$ cat config.mk
export PLATFORM = sky130hd
export DESIGN_NAME = byte_run_length_encoder
export DESIGN_NICKNAME = d
export VERILOG_FILES = /design/src/rtl/brle_pkg.sv /design/src/rtl/brle_front.sv /design/src/rtl/brle_cmd_fifo.sv /design/src/rtl/brle_back.sv /design/src/rtl/byte_run_length_encoder.sv
export SDC_FILE = /design/constraint.sdc
export NUM_CORES = 2
export LEC_CHECK = 0
export BUFFER_PORTS_ARGS = -buffer_cell sky130_fd_sc_hd__buf_2
export CORE_ASPECT_RATIO = 0.8
export CORE_MARGIN = 4
export CORE_UTILIZATION = 55
export CTS_CLUSTER_SIZE = 24
export DETAILED_ROUTE_END_ITERATION = 6
export PLACE_DENSITY_LB_ADDON = 0.12
export SETUP_SLACK_MARGIN = 0.02
export SYNTH_ARGS = -nofsm -noshare
export SYNTH_HDL_FRONTEND = slang
export SYNTH_SLANG_ARGS = --single-unit
$ cat constraint.sdc
create_clock -name clk -period 4.2 [get_ports clk]
set_input_delay 0.21 -clock clk [delete_from_list [all_inputs] [get_ports clk]]
set_output_delay 0.21 -clock clk [all_outputs]
set_load 0.02 [all_outputs]
$ cat src/rtl/brle_pkg.sv
package brle_pkg;

    // Longest run, literal or repeat, that one header byte describes.
    localparam int MAX_RUN    = 128;
    localparam int RUN_CNT_W  = $clog2(MAX_RUN + 1);
    localparam int LIT_ADDR_W = (MAX_RUN > 1) ? $clog2(MAX_RUN) : 1;

    // Command queue between the classifier and the emitter.
    localparam int CMDQ_DEPTH = 4;
    localparam int CMDQ_PTR_W = $clog2(CMDQ_DEPTH);
    localparam int CMDQ_CNT_W = $clog2(CMDQ_DEPTH + 1);

    // Bytes in one packed output word.
    localparam int WORD_BYTES = 8;
    localparam int FILL_W     = 4;

    typedef enum logic [1:0] {
        CMD_LIT,
        CMD_LCLOSE,
        CMD_REP,
        CMD_END
    } cmd_op_t;

    typedef struct packed {
        cmd_op_t    op;
        logic [7:0] data;
        logic [7:0] hdr;
    } cmd_t;

    typedef struct packed {
        logic valid;
        cmd_t cmd;
    } cmd_push_t;

    typedef enum logic [1:0] {
        MODE_IDLE,
        MODE_LIT,
        MODE_REP
    } run_mode_t;

    typedef enum logic [1:0] {
        F_RUN,
        F_DRAIN_A,
        F_DRAIN_B,
        F_CLOSE
    } front_state_t;

    typedef enum logic [2:0] {
        B_IDLE,
        B_RHDR,
        B_RVAL,
        B_LHDR,
        B_LDATA,
        B_END
    } back_state_t;

endpackage

$ cat src/rtl/brle_front.sv
module brle_front
    import brle_pkg::*;
(
    input  logic      clk,
    input  logic      rst_n,
    input  logic      in_valid,
    output logic      in_ready,
    input  logic [7:0] in_byte,
    input  logic      is_last,
    input  logic      q_space2,
    output cmd_push_t push0,
    output cmd_push_t push1
);

    front_state_t         state_reg, state_next;
    run_mode_t            mode_reg, mode_next;
    logic [1:0]           afill_reg, afill_next;
    logic [7:0]           a0_reg, a0_next;
    logic [7:0]           a1_reg, a1_next;
    logic [7:0]           rep_val_reg, rep_val_next;
    logic [RUN_CNT_W-1:0] rep_len_reg, rep_len_next;
    logic [RUN_CNT_W-1:0] lit_cnt_reg, lit_cnt_next;

    logic       take_en;
    logic [7:0] tx, tx1, tx2;
    logic       th1, th2;
    logic       fall;

    function automatic cmd_push_t mk_cmd(cmd_op_t op, logic [7:0] data, logic [7:0] hdr);
        cmd_push_t p;
        p.valid    = 1'b1;
        p.cmd.op   = op;
        p.cmd.data = data;
        p.cmd.hdr  = hdr;
        return p;
    endfunction

    always_comb
    begin
        state_next   = state_reg;
        mode_next    = mode_reg;
        afill_next   = afill_reg;
        a0_next      = a0_reg;
        a1_next      = a1_reg;
        rep_val_next = rep_val_reg;
        rep_len_next = rep_len_reg;
        lit_cnt_next = lit_cnt_reg;
        push0        = '0;
        push1        = '0;
        in_ready     = (state_reg == F_RUN) && q_space2;
        take_en      = 1'b0;
        tx           = a0_reg;
        th1          = 1'b0;
        tx1          = a1_reg;
        th2          = 1'b0;
        tx2          = in_byte;
        fall         = 1'b0;

        unique case (state_reg)
            F_RUN:
            begin
                if (in_valid && in_ready)
                begin
                    if (afill_reg == 2'd2)
                    begin
                        take_en = 1'b1;
                        th1     = 1'b1;
                        th2     = 1'b1;
                        a0_next = a1_reg;
                        a1_next = in_byte;
                    end
                    else if (afill_reg == 2'd1)
                    begin
                        a1_next    = in_byte;
                        afill_next = 2'd2;
                    end
                    else
                    begin
                        a0_next    = in_byte;
                        afill_next = 2'd1;
                    end
                    if (is_last)
                    begin
                        state_next = (afill_reg != 2'd0) ? F_DRAIN_A : F_DRAIN_B;
                    end
                end
            end
            F_DRAIN_A:
            begin
                if (q_space2)
                begin
                    take_en    = 1'b1;
                    th1        = 1'b1;
                    state_next = F_DRAIN_B;
                end
            end
            F_DRAIN_B:
            begin
                if (q_space2)
                begin
                    take_en    = 1'b1;
                    tx         = (afill_reg == 2'd2) ? a1_reg : a0_reg;
                    state_next = F_CLOSE;
                end
            end
            F_CLOSE:
            begin
                if (q_space2)
                begin
                    if (mode_reg == MODE_LIT)
                    begin
                        push0 = mk_cmd(CMD_LCLOSE, 8'd0, 8'd0);
                    end
                    else if (mode_reg == MODE_REP)
                    begin
                        push0 = mk_cmd(CMD_REP, rep_val_reg, 8'd1 - 8'(rep_len_reg));
                    end
                    push1        = mk_cmd(CMD_END, 8'd0, 8'd0);
                    mode_next    = MODE_IDLE;
                    afill_next   = 2'd0;
                    rep_len_next = '0;
                    lit_cnt_next = '0;
                    state_next   = F_RUN;
                end
            end
            default:
            begin
                state_next = F_RUN;
            end
        endcase

        // Decide one byte against the bytes that follow it.
        if (take_en)
        begin
            case (mode_reg)
                MODE_REP:
                begin
                    if (tx == rep_val_reg)
                    begin
                        rep_len_next = rep_len_reg + 1'b1;
                        if (rep_len_next == RUN_CNT_W'(MAX_RUN))
                        begin
                            push0        = mk_cmd(CMD_REP, rep_val_reg,
                                                  8'd1 - 8'(rep_len_next));
                            mode_next    = MODE_IDLE;
                            rep_len_next = '0;
                        end
                    end
                    else
                    begin
                        push0 = mk_cmd(CMD_REP, rep_val_reg, 8'd1 - 8'(rep_len_reg));
                        fall  = 1'b1;
                    end
                end
                MODE_LIT:
                begin
                    if (!th2 || tx != tx1 || tx != tx2)
                    begin
                        lit_cnt_next = lit_cnt_reg + 1'b1;
                        push0        = mk_cmd(CMD_LIT, tx, 8'd0);
                        if (lit_cnt_next == RUN_CNT_W'(MAX_RUN))
                        begin
                            push1        = mk_cmd(CMD_LCLOSE, 8'd0, 8'd0);
                            mode_next    = MODE_IDLE;
                            lit_cnt_next = '0;
                        end
                    end
                    else
                    begin
                        push0 = mk_cmd(CMD_LCLOSE, 8'd0, 8'd0);
                        fall  = 1'b1;
                    end
                end
                default:
                begin
                    fall = 1'b1;
                end
            endcase

            if (fall)
            begin
                rep_len_next = '0;
                lit_cnt_next = '0;
                if (th1 && tx == tx1)
                begin
                    mode_next    = MODE_REP;
                    rep_val_next = tx;
                    rep_len_next = RUN_CNT_W'(1);
                end
                else
                begin
                    mode_next    = MODE_LIT;
                    lit_cnt_next = RUN_CNT_W'(1);
                    push1        = mk_cmd(CMD_LIT, tx, 8'd0);
                end
            end
        end
    end

    always_ff @(posedge clk or negedge rst_n)
    begin
        if (!rst_n)
        begin
            state_reg   <= F_RUN;
            mode_reg    <= MODE_IDLE;
            afill_reg   <= 2'd0;
            rep_len_reg <= '0;
            lit_cnt_reg <= '0;
        end
        else
        begin
            state_reg   <= state_next;
            mode_reg    <= mode_next;
            afill_reg   <= afill_next;
            rep_len_reg <= rep_len_next;
            lit_cnt_reg <= lit_cnt_next;
        end
    end

    always_ff @(posedge clk)
    begin
        a0_reg      <= a0_next;
        a1_reg      <= a1_next;
        rep_val_reg <= rep_val_next;
    end

    // An open repeat run always holds at least one byte and never a full run.
    assert property (@(posedge clk) disable iff (!rst_n)
        mode_reg == MODE_REP |-> rep_len_reg != '0 && rep_len_reg < RUN_CNT_W'(MAX_RUN))
        else $error("open repeat run has a bad length");

    // An open literal run is never empty and is flushed before it overflows the store.
    assert property (@(posedge clk) disable iff (!rst_n)
        mode_reg == MODE_LIT |-> lit_cnt_reg != '0 && lit_cnt_reg < RUN_CNT_W'(MAX_RUN))
        else $error("open literal run has a bad length");

endmodule

$ cat src/rtl/brle_cmd_fifo.sv
module brle_cmd_fifo
    import brle_pkg::*;
(
    input  logic      clk,
    input  logic      rst_n,
    input  cmd_push_t push0,
    input  cmd_push_t push1,
    output logic      space2,
    output logic      pop_valid,
    output cmd_t      pop_cmd,
    input  logic      pop_ready
);

    cmd_t                  q_reg [CMDQ_DEPTH];
    logic [CMDQ_PTR_W-1:0] wr_ptr_reg, wr_ptr_next;
    logic [CMDQ_PTR_W-1:0] rd_ptr_reg, rd_ptr_next;
    logic [CMDQ_CNT_W-1:0] cnt_reg, cnt_next;
    logic [CMDQ_PTR_W-1:0] wa1;
    logic [1:0]            n_push;
    logic                  pop;

    function automatic logic [CMDQ_PTR_W-1:0] inc_ptr(logic [CMDQ_PTR_W-1:0] p);
        return (p == CMDQ_PTR_W'(CMDQ_DEPTH - 1)) ? '0 : p + 1'b1;
    endfunction

    always_comb
    begin
        n_push      = 2'(push0.valid) + 2'(push1.valid);
        pop         = pop_valid && pop_ready;
        wa1         = push0.valid ? inc_ptr(wr_ptr_reg) : wr_ptr_reg;
        wr_ptr_next = push1.valid ? inc_ptr(wa1) : wa1;
        rd_ptr_next = pop ? inc_ptr(rd_ptr_reg) : rd_ptr_reg;
        cnt_next    = cnt_reg + CMDQ_CNT_W'(n_push) - CMDQ_CNT_W'(pop);
    end

    assign space2    = cnt_reg <= CMDQ_CNT_W'(CMDQ_DEPTH - 2);
    assign pop_valid = cnt_reg != '0;
    assign pop_cmd   = q_reg[rd_ptr_reg];

    always_ff @(posedge clk or negedge rst_n)
    begin
        if (!rst_n)
        begin
            wr_ptr_reg <= '0;
            rd_ptr_reg <= '0;
            cnt_reg    <= '0;
        end
        else
        begin
            wr_ptr_reg <= wr_ptr_next;
            rd_ptr_reg <= rd_ptr_next;
            cnt_reg    <= cnt_next;
        end
    end

    always_ff @(posedge clk)
    begin
        if (push0.valid)
        begin
            q_reg[wr_ptr_reg] <= push0.cmd;
        end
        if (push1.valid)
        begin
            q_reg[wa1] <= push1.cmd;
        end
    end

    // The classifier only pushes when there is room, so the queue never overflows.
    assert property (@(posedge clk) disable iff (!rst_n)
        (push0.valid || push1.valid) |-> int'(cnt_reg) + int'(n_push) <= CMDQ_DEPTH)
        else $error("command queue overflow");

endmodule

$ cat src/rtl/brle_back.sv
module brle_back
    import brle_pkg::*;
(
    input  logic              clk,
    input  logic              rst_n,
    input  logic              q_valid,
    input  cmd_t              q_cmd,
    output logic              q_ready,
    output logic              out_valid,
    input  logic              out_ready,
    output logic [63:0]       out_word,
    output logic [FILL_W-1:0] out_count,
    output logic              out_last
);

    back_state_t          state_reg, state_next;
    cmd_t                 cmd_reg, cmd_next;
    logic [RUN_CNT_W-1:0] wcnt_reg, wcnt_next;
    logic [RUN_CNT_W-1:0] rd_idx_reg, rd_idx_next;
    logic [63:0]          pack_word_reg, pack_word_next;
    logic [FILL_W-1:0]    pack_fill_reg, pack_fill_next;
    logic                 out_valid_reg, out_valid_next;
    logic [63:0]          out_word_reg, out_word_next;
    logic [FILL_W-1:0]    out_count_reg, out_count_next;
    logic                 out_last_reg, out_last_next;

    logic [7:0] lit_mem [MAX_RUN];
    logic [7:0] rd_data_reg;
    logic       mem_we;

    logic       out_free;
    logic       byte_valid;
    logic [7:0] byte_val;
    logic       byte_take;
    logic       pack_full;

    assign out_free  = !out_valid_reg || out_ready;
    assign pack_full = pack_fill_reg == FILL_W'(WORD_BYTES);
    assign q_ready   = state_reg == B_IDLE;

    always_comb
    begin
        byte_valid = 1'b0;
        byte_val   = 8'd0;
        unique case (state_reg)
            B_RHDR:
            begin
                byte_valid = 1'b1;
                byte_val   = cmd_reg.hdr;
            end
            B_RVAL:
            begin
                byte_valid = 1'b1;
                byte_val   = cmd_reg.data;
            end
            B_LHDR:
            begin
                byte_valid = 1'b1;
                byte_val   = 8'(wcnt_reg) - 8'd1;
            end
            B_LDATA:
            begin
                byte_valid = 1'b1;
                byte_val   = rd_data_reg;
            end
            default:
            begin
                byte_valid = 1'b0;
            end
        endcase
        byte_take = byte_valid && (!pack_full || out_free);
    end

    always_comb
    begin
        state_next     = state_reg;
        cmd_next       = cmd_reg;
        wcnt_next      = wcnt_reg;
        rd_idx_next    = rd_idx_reg;
        mem_we         = 1'b0;
        pack_word_next = pack_word_reg;
        pack_fill_next = pack_fill_reg;
        out_valid_next = out_valid_reg && !out_ready;
        out_word_next  = out_word_reg;
        out_count_next = out_count_reg;
        out_last_next  = out_last_reg;

        unique case (state_reg)
            B_IDLE:
            begin
                if (q_valid)
                begin
                    cmd_next = q_cmd;
                    unique case (q_cmd.op)
                        CMD_LIT:
                        begin
                            mem_we    = 1'b1;
                            wcnt_next = wcnt_reg + 1'b1;
                        end
                        CMD_LCLOSE:
                        begin
                            rd_idx_next = '0;
                            state_next  = B_LHDR;
                        end
                        CMD_REP:
                        begin
                            state_next = B_RHDR;
                        end
                        CMD_END:
                        begin
                            state_next = B_END;
                        end
                        default:
                        begin
                            state_next = B_IDLE;
                        end
                    endcase
                end
            end
            B_RHDR:
            begin
                if (byte_take)
                begin
                    state_next = B_RVAL;
                end
            end
            B_RVAL:
            begin
                if (byte_take)
                begin
                    state_next = B_IDLE;
                end
            end
            B_LHDR:
            begin
                if (byte_take)
                begin
                    state_next = B_LDATA;
                end
            end
            B_LDATA:
            begin
                if (byte_take)
                begin
                    rd_idx_next = rd_idx_reg + 1'b1;
                    if (rd_idx_next == wcnt_reg)
                    begin
                        wcnt_next  = '0;
                        state_next = B_IDLE;
                    end
                end
            end
            B_END:
            begin
                if (out_free)
                begin
                    out_valid_next = 1'b1;
                    out_word_next  = pack_word_reg;
                    out_count_next = pack_fill_reg;
                    out_last_next  = 1'b1;
                    pack_word_next = '0;
                    pack_fill_next = '0;
                    state_next     = B_IDLE;
                end
            end
            default:
            begin
                state_next = B_IDLE;
            end
        endcase

        // A full word waits for the next byte or the end of the stream.
        if (byte_take)
        begin
            if (pack_full)
            begin
                out_valid_next = 1'b1;
                out_word_next  = pack_word_reg;
                out_count_next = pack_fill_reg;
                out_last_next  = 1'b0;
                pack_word_next = {56'd0, byte_val};
                pack_fill_next = FILL_W'(1);
            end
            else
            begin
                pack_word_next[{pack_fill_reg[2:0], 3'b000} +: 8] = byte_val;
                pack_fill_next = pack_fill_reg + 1'b1;
            end
        end
    end

    always_ff @(posedge clk or negedge rst_n)
    begin
        if (!rst_n)
        begin
            state_reg     <= B_IDLE;
            wcnt_reg      <= '0;
            rd_idx_reg    <= '0;
            pack_word_reg <= '0;
            pack_fill_reg <= '0;
            out_valid_reg <= 1'b0;
        end
        else
        begin
            state_reg     <= state_next;
            wcnt_reg      <= wcnt_next;
            rd_idx_reg    <= rd_idx_next;
            pack_word_reg <= pack_word_next;
            pack_fill_reg <= pack_fill_next;
            out_valid_reg <= out_valid_next;
        end
    end

    always_ff @(posedge clk)
    begin
        cmd_reg       <= cmd_next;
        out_word_reg  <= out_word_next;
        out_count_reg <= out_count_next;
        out_last_reg  <= out_last_next;
    end

    always_ff @(posedge clk)
    begin
        if (mem_we)
        begin
            lit_mem[wcnt_reg[LIT_ADDR_W-1:0]] <= q_cmd.data;
        end
        rd_data_reg <= lit_mem[rd_idx_next[LIT_ADDR_W-1:0]];
    end

    assign out_valid = out_valid_reg;
    assign out_word  = out_word_reg;
    assign out_count = out_count_reg;
    assign out_last  = out_last_reg;

    // Every word sent carries one to eight bytes.
    assert property (@(posedge clk) disable iff (!rst_n)
        out_valid_reg |-> out_count_reg != '0 && out_count_reg <= FILL_W'(WORD_BYTES))
        else $error("output word with a bad byte count");

    // The literal readout never walks past the bytes that were stored.
    assert property (@(posedge clk) disable iff (!rst_n)
        state_reg == B_LDATA |-> rd_idx_reg < wcnt_reg)
        else $error("literal readout beyond stored bytes");

    // The packing word never holds more than a full word.
    assert property (@(posedge clk) disable iff (!rst_n)
        pack_fill_reg <= FILL_W'(WORD_BYTES))
        else $error("packing word overfilled");

endmodule

$ cat src/rtl/byte_run_length_encoder.sv
// Channel  Handshake              Payload                          Direction
// input    in_valid / in_ready    in_byte[7:0], is_last            into the block
// output   out_valid / out_ready  out_word[63:0], out_count[3:0],  out of the block
//                                 out_last
//
// A raw byte is taken whenever the classifier is not closing a stream and the command
// queue has room for two commands.
// The emitter sets the sustained rate: it stores each queued literal byte, reads each
// literal byte back, fetches a literal run's close command and sends the header, and
// fetches each repeat run's command and sends its two bytes.
// At the end of a stream the classifier drains the look-ahead in F_DRAIN_A and F_DRAIN_B
// and closes the run in F_CLOSE; a stream of a single byte skips F_DRAIN_A.
// Reset clears all control state; the literal store needs no clearing pass.
// A stalled output only stops the packer once it holds a full word behind a busy register.

module byte_run_length_encoder
    import brle_pkg::*;
(
    input  logic        clk,
    input  logic        rst_n,
    input  logic        in_valid,
    output logic        in_ready,
    input  logic [7:0]  in_byte,
    input  logic        is_last,
    output logic        out_valid,
    input  logic        out_ready,
    output logic [63:0] out_word,
    output logic [3:0]  out_count,
    output logic        out_last
);

    // The classifier keeps a two-byte look-ahead and the run state. For every byte it
    // decides whether the byte extends a repeat run, joins a literal run or starts a new
    // run, and it issues up to two commands per decision: close a run and store a literal
    // byte, in either order. Literal bytes go to the emitter, owner of the literal store.
    cmd_push_t push0;
    cmd_push_t push1;
    logic      q_space2;
    logic      q_valid;
    cmd_t      q_cmd;
    logic      q_ready;

    brle_front u_front
    (
        .clk      (clk),
        .rst_n    (rst_n),
        .in_valid (in_valid),
        .in_ready (in_ready),
        .in_byte  (in_byte),
        .is_last  (is_last),
        .q_space2 (q_space2),
        .push0    (push0),
        .push1    (push1)
    );

    // The short command queue lets the classifier run ahead while the emitter reads
    // out a long literal run or waits on the output, and lets the emitter keep
    // draining while no new bytes arrive.
    brle_cmd_fifo u_cmd_fifo
    (
        .clk       (clk),
        .rst_n     (rst_n),
        .push0     (push0),
        .push1     (push1),
        .space2    (q_space2),
        .pop_valid (q_valid),
        .pop_cmd   (q_cmd),
        .pop_ready (q_ready)
    );

    // The emitter writes literal bytes into its store, turns close commands into header
    // and data bytes, packs them eight to a word with the first byte in the low bits,
    // and holds each finished word in an output register until its transfer completes.
    brle_back u_back
    (
        .clk       (clk),
        .rst_n     (rst_n),
        .q_valid   (q_valid),
        .q_cmd     (q_cmd),
        .q_ready   (q_ready),
        .out_valid (out_valid),
        .out_ready (out_ready),
        .out_word  (out_word),
        .out_count (out_count),
        .out_last  (out_last)
    );

endmodule

[Yosys cells after proc, flatten, opt, wreduce, memory -nomap -nowiden]
Memory sizes are Yosys's and may differ from the RTL's. A register that Yosys moved wholly into a read port is not among the register bits.
Cells that the tools add are included.
Storage, ports and cells
  memories kept: 2
  logic and storage cells: 252
  output and inout port bits: 71
  register bits: 226
  memory bits (writable): 1096
  input bits: 13
Memories
  u_back.lit_mem: words 128, width 8, read ports 1, clocked after Yosys merged registers in 1, write ports 1, RTL line brle_back.sv:27  | logic [7:0] lit_mem [MAX_RUN];
  u_cmd_fifo.q_reg: words 4, width 18, read ports 1, clocked after Yosys merged registers in 0, write ports 2, RTL line brle_cmd_fifo.sv:14  | cmd_t q_reg [CMDQ_DEPTH];
Operators by class
  multiplexer cells: 130
  reductions and logical operators: 36
  magnitude comparators: 1
  add/subtract/negate cells: 15
  shift operators: 2
  eq/ne operators: 43
Operators by type and width (count)
  $mux W64: 8
  $mux W19: 15
  $mux W8: 28
  $bwmux W64: 1
  $shift A8 B8 Y64 const A: 1
  $shiftx A8 B8 Y64: 1
  $mux W2: 23
  $pmux W19 S2: 1
  $add A8 B1 Y8 const B: 4
  $mux W4: 8
  $pmux W8 S2: 2
  $pmux W8 S4: 1
  $mux W1: 27
  $eq A8 B8 Y1: 3
  $ne A2 B1 Y1 const B: 12
  $mux W3: 7
  $eq A2 B2 Y1 const B: 9
  $pmux W3 S6: 1
  $mux W17: 1
  $eq A8 B8 Y1 const B: 2
  $ne A8 B8 Y1: 2
  $sub A1 B8 Y8 const A: 2
  $reduce_bool A2 Y1: 6
  $reduce_and A5 Y1: 2
  other kinds (31): 60

[Logic depth before layout (Yosys ltp)]
  depth in word-level cells: 16
  mapped depth: 18
  mapped depth without buffers: 15

[By module]
A second synthesis with hierarchy kept.
Second synthesis, totals
  cell total of the unflattened synthesis: 3784
  area, all modules: 55562.0 um^2
Modules (own cells, without submodules)
  brle_back: area an instance 47613.2 um^2, instances 1, cells each 3170
  brle_cmd_fifo: area an instance 4224.1 um^2, instances 1, cells each 228
  brle_front: area an instance 3724.8 um^2, instances 1, cells each 386

[Worst setup path before layout]
OpenSTA, ideal clock, no wires.
  path kind: flip-flop to flip-flop
  start: reg u_cmd_fifo.cnt_reg[1]
  end: reg u_cmd_fifo.cnt_reg[1]
  path slack: 0.156 ns
  data required time: 4.065 ns
  setup time: 0.135 ns
  clock period less this slack: 4.044 ns
  stages on the path, launching flop included: 15
  data arrival time: 3.909 ns
  cells stage by stage: dfrtp_1 > inv_1 > ha_1 > o211ai_1 > buf_6 > mux2i_1 > xnor2_1 > nor4_2 > and3_1 > o31ai_1 > nor2_4 > ha_1 > fa_1 > inv_1 > fa_1
Between the ends
  cells in the longest elaborated chain, start to end: 16
  elaborated cells on any way between the ends: 41
Ends and longest elaborated chain
  start: declaration: RTL line brle_cmd_fifo.sv:17  | logic [CMDQ_CNT_W-1:0] cnt_reg, cnt_next;
  start signal: assignment: RTL line brle_cmd_fifo.sv:52  | cnt_reg <= cnt_next;
  branches (longest 15 deep; another with $le A3 B2 Y1)
  $sub A3 B1 Y3 *: RTL line brle_cmd_fifo.sv:33  | cnt_next = cnt_reg + CMDQ_CNT_W'(n_push) - CMDQ_CNT_W'(pop);
  net u_cmd_fifo.cnt_next[1]: RTL line brle_cmd_fifo.sv:17
Mark *: on every way through the listed nets, which the timed path passes. The select of a mux whose other input is x is not followed.
A chain may end at the register's enable or synchronous reset.

[Worst setup path in the final report]
Ends and elaborated chain as after synthesis.

==> results.ini <==
[layout]
num_antenna_cells=0
design_area_um2=62500
layout-drive-gt1-share=0.144
final_nets=4486
final_util=0.632
largest_reg_flops=1024
area_delta_synth_final_pct=13.8

[yosys]
ys.flop_type=edfxtp_1
synth_nets=4293
synth_top_area_frac=0.603
yosysUniqueCellTypes=84
synth_seq_area_share=0.696
syn-mean-instance-area_um2=12.9
synth-edff-count=1104
synthTopCellsByCount=edfxtp_1, nand2_1, nor2_1
syn-cell-area_um2=55000
ys_seq_elements=1330
syn_inst=4245
async_reset_ff_frac=0.0880
synth_warnings=0
synthMostInstantiatedCell=edfxtp_1
synth_top_area_cell=edfxtp_1
yosys-top-cells-area=edfxtp_1, nand2_1, dfrtp_1

[worst_setup_path]
crit_required_ns=4.80
startpoint_type=flop
slowest_stage=fa_1
rr_startpoint=u_cmd_fifo.cnt_reg[1]$_DFF_PN0_
cp_max_fo=11
cp_num_buf_inv=5
crit_chain=inv_1 -> ha_1 -> o211ai_1 -> buf_6 -> mux2i_2 -> o2bb2ai_1 -> a2111oi_4 -> buf_4 -> buf_4 -> o21ba_2 -> a211oi_4 -> nor2_4 -> ha_1 -> fa_1 -> inv_1 -> fa_1
crit_path_end_kind=flop
cpPeakStageDelay_ns=0.44
crit_family=adder cells
crit_start=u_cmd_fifo.cnt_reg[1]$_DFF_PN0_
arrival_ns=4.68
path_class=reg2reg

[global_routing]
antenna_found_initial=3
grt_use_met2=0.403
grt_use_met3=0.0485
grt_pass1_wl_um=219000
grt_util_met1=0.423
busiest_layer=met1
grt_pass1_vias=34400
grt_max_degree=88
gr-usage-all-layers=0.274
overflow=0

[timing]
finalCriticalPeriod_ns=4.08
fin_crit_sh=0.971
setup_viol_count_final=0
rsz0062_at_grt=yes
worst_hold_slack_ns=0.140
fin_skew_ns=0.0188
fmax_mhz=245
slew_headroom=0.226
slew_viol_final=0
hold_viol_final=0
worst_pin_slew_ns=1.16

[power]
power_density_nw_per_um2=901
p_leak_uw=0.0222
swShare=0.421
pwr-share-clk=0.210
p_int_uw=32600
peakVddDrop_uv=898
switchingPower_uw=23700
power_frac_seq=0.331
combPwrFrac=0.459

[die]
core_um2=99000
ios=84
dieArea_um2=105000
fp.dieH_um=291
fp.dieW_um=361
start_util=0.555
row_count=103

[placement]
gp_congestion=0.944
dp_hpwl_um=90000
placed_cell_area_um2=57800
io_buffers=83

[clock_network]
cts_tree=built
clk_pin_slew_ns=0.06
clk_latency_ns=0.74
clockBufferDepth=3
cts_root_buf=clkbuf_16
cts_buffers=135
clock_sinks=1330
htreeDepth=4

[hold_path]
min_path_type=in2async

[route]
drt-total-wl_um=146000
viasPerCell=6.19
drc=0
ant_nets=0
drtPass1Iterations=6
first_iter_violations=4523
vias=36265
wl_per_cell_um=24.9

[run]
maxCapViolations=0

[outcome]
outcome=completed

==> through the flow <==
| stage | cells | setup TNS [ns] | power, µW | setup WS [ns] |
|---|---|---|---|---|
| 3_3_place_gp | 5590 | 0 | 43700 | 0.0871 |
| 6_report | 5857 | 0 | 56300 | 0.120 |
| 4_1_cts | 5851 | 0 | 55900 | 0.0343 |
| 5_1_grt | 5857 | -0.0747 | 58900 | -0.0376 |
| 3_5_place_dp | 5590 | -0.542 | 44000 | -0.0834 |
| 2_1_floorplan | 4245 | 0 | 33300 | 0.156 |
==> area by class of cell <==
class | count | area (µm²)
flip-flops and latches | 1330 | 38300
fillers | 7514 | 36400
multi-input cells | 2613 | 15500
clock buffers | 182 | 3700
repair buffers | 308 | 2540
well taps | 1312 | 1640
clock inverters | 62 | 643
inverters | 50 | 201
==> cells in the final DEF, fill, tap and decap left out, types with 15 or more instances in the layout <==
master and n:
nor4_1 26, nor2b_1 22, dfxtp_1 109, a31oi_1 57
buf_4 182, mux2i_1 111, a22oi_1 37, nand2_1 830
o21ai_0 99, ha_1 33, a21oi_1 158, dfrtp_1 117
buf_2 82, a311oi_1 54, clkinv_2 23, and3_1 83
mux2_2 79, nor3_1 36, edfxtp_1 1104, a211oi_1 98
xnor2_1 42, clkbuf_16 138, clkinv_1 15, inv_1 45
nor2_1 236, buf_12 27, o22ai_1 52, nand4_1 23
a221oi_1 32, nand3_1 234, clkbuf_1 33, a22o_1 18
==> path summary, 6_finish.rpt <==
check	to	slack (ns)	cells after the start
max in group asynchronous	u_front.rep_len_reg[3]$_DFF_PN0_	3.15	3
setup / recovery	u_cmd_fifo.cnt_reg[1]$_DFF_PN0_	0.12	16
setup reg to reg	u_cmd_fifo.cnt_reg[1]$_DFF_PN0_	0.12	16
min in group clk	u_front.a1_reg[5]$_DFFE_PP_	0.24	2
hold / removal	u_back.pack_word_reg[21]$_DFF_PN0_	0.14	2
hold reg to reg	u_back.out_word[56]$_DFF_P_	0.48	1
==> kinds of logic after synthesis <==
| family | Yosys count | synth area share |
|---|---|---|
| buffers and inverters | 302 | 0.0242 |
| XOR/XNOR | 56 | 0.00892 |
| flip-flops | 1330 | 0.696 |
| AND/OR/NAND/NOR | 1552 | 0.123 |
| adder cells (fa/ha/maj) | 36 | 0.00842 |
| AO/OA/AOI/OAI | 757 | 0.0949 |
| multiplexers | 212 | 0.0446 |
==> metal layers <==
metal | wire (µm) | share of wire | up-vias
met2 | 65200 | 0.45 | 1638
li1 | - | - | 16331
met3 | 13300 | 0.091 | 228
met4 | 3500 | 0.024 | 2
met1 | 63900 | 0.44 | 18066
met5 | 11 | 0.000075 | -
==> power by group through the flow <==
stage	clock network, µW	logic, µW	registers, µW
2_1_floorplan	0	14400	19000
3_3_place_gp	0	24800	18900
3_5_place_dp	0	25100	18900
4_1_cts	12000	25200	18600
5_1_grt	12600	27500	18800
6_report	11800	25800	18700
==> what timing repair did <==
item                                   4_1_cts  5_1_grt
setup buffers                                4        5
endpoints found under the hold margin       88        0
gates cloned                                 0        1
gates resized for setup                      3       23
pin swaps                                    3        2
hold buffers                                13        0
setup endpoints to repair                   27      112
No activity file was read; power rests on OpenSTA's default activity.
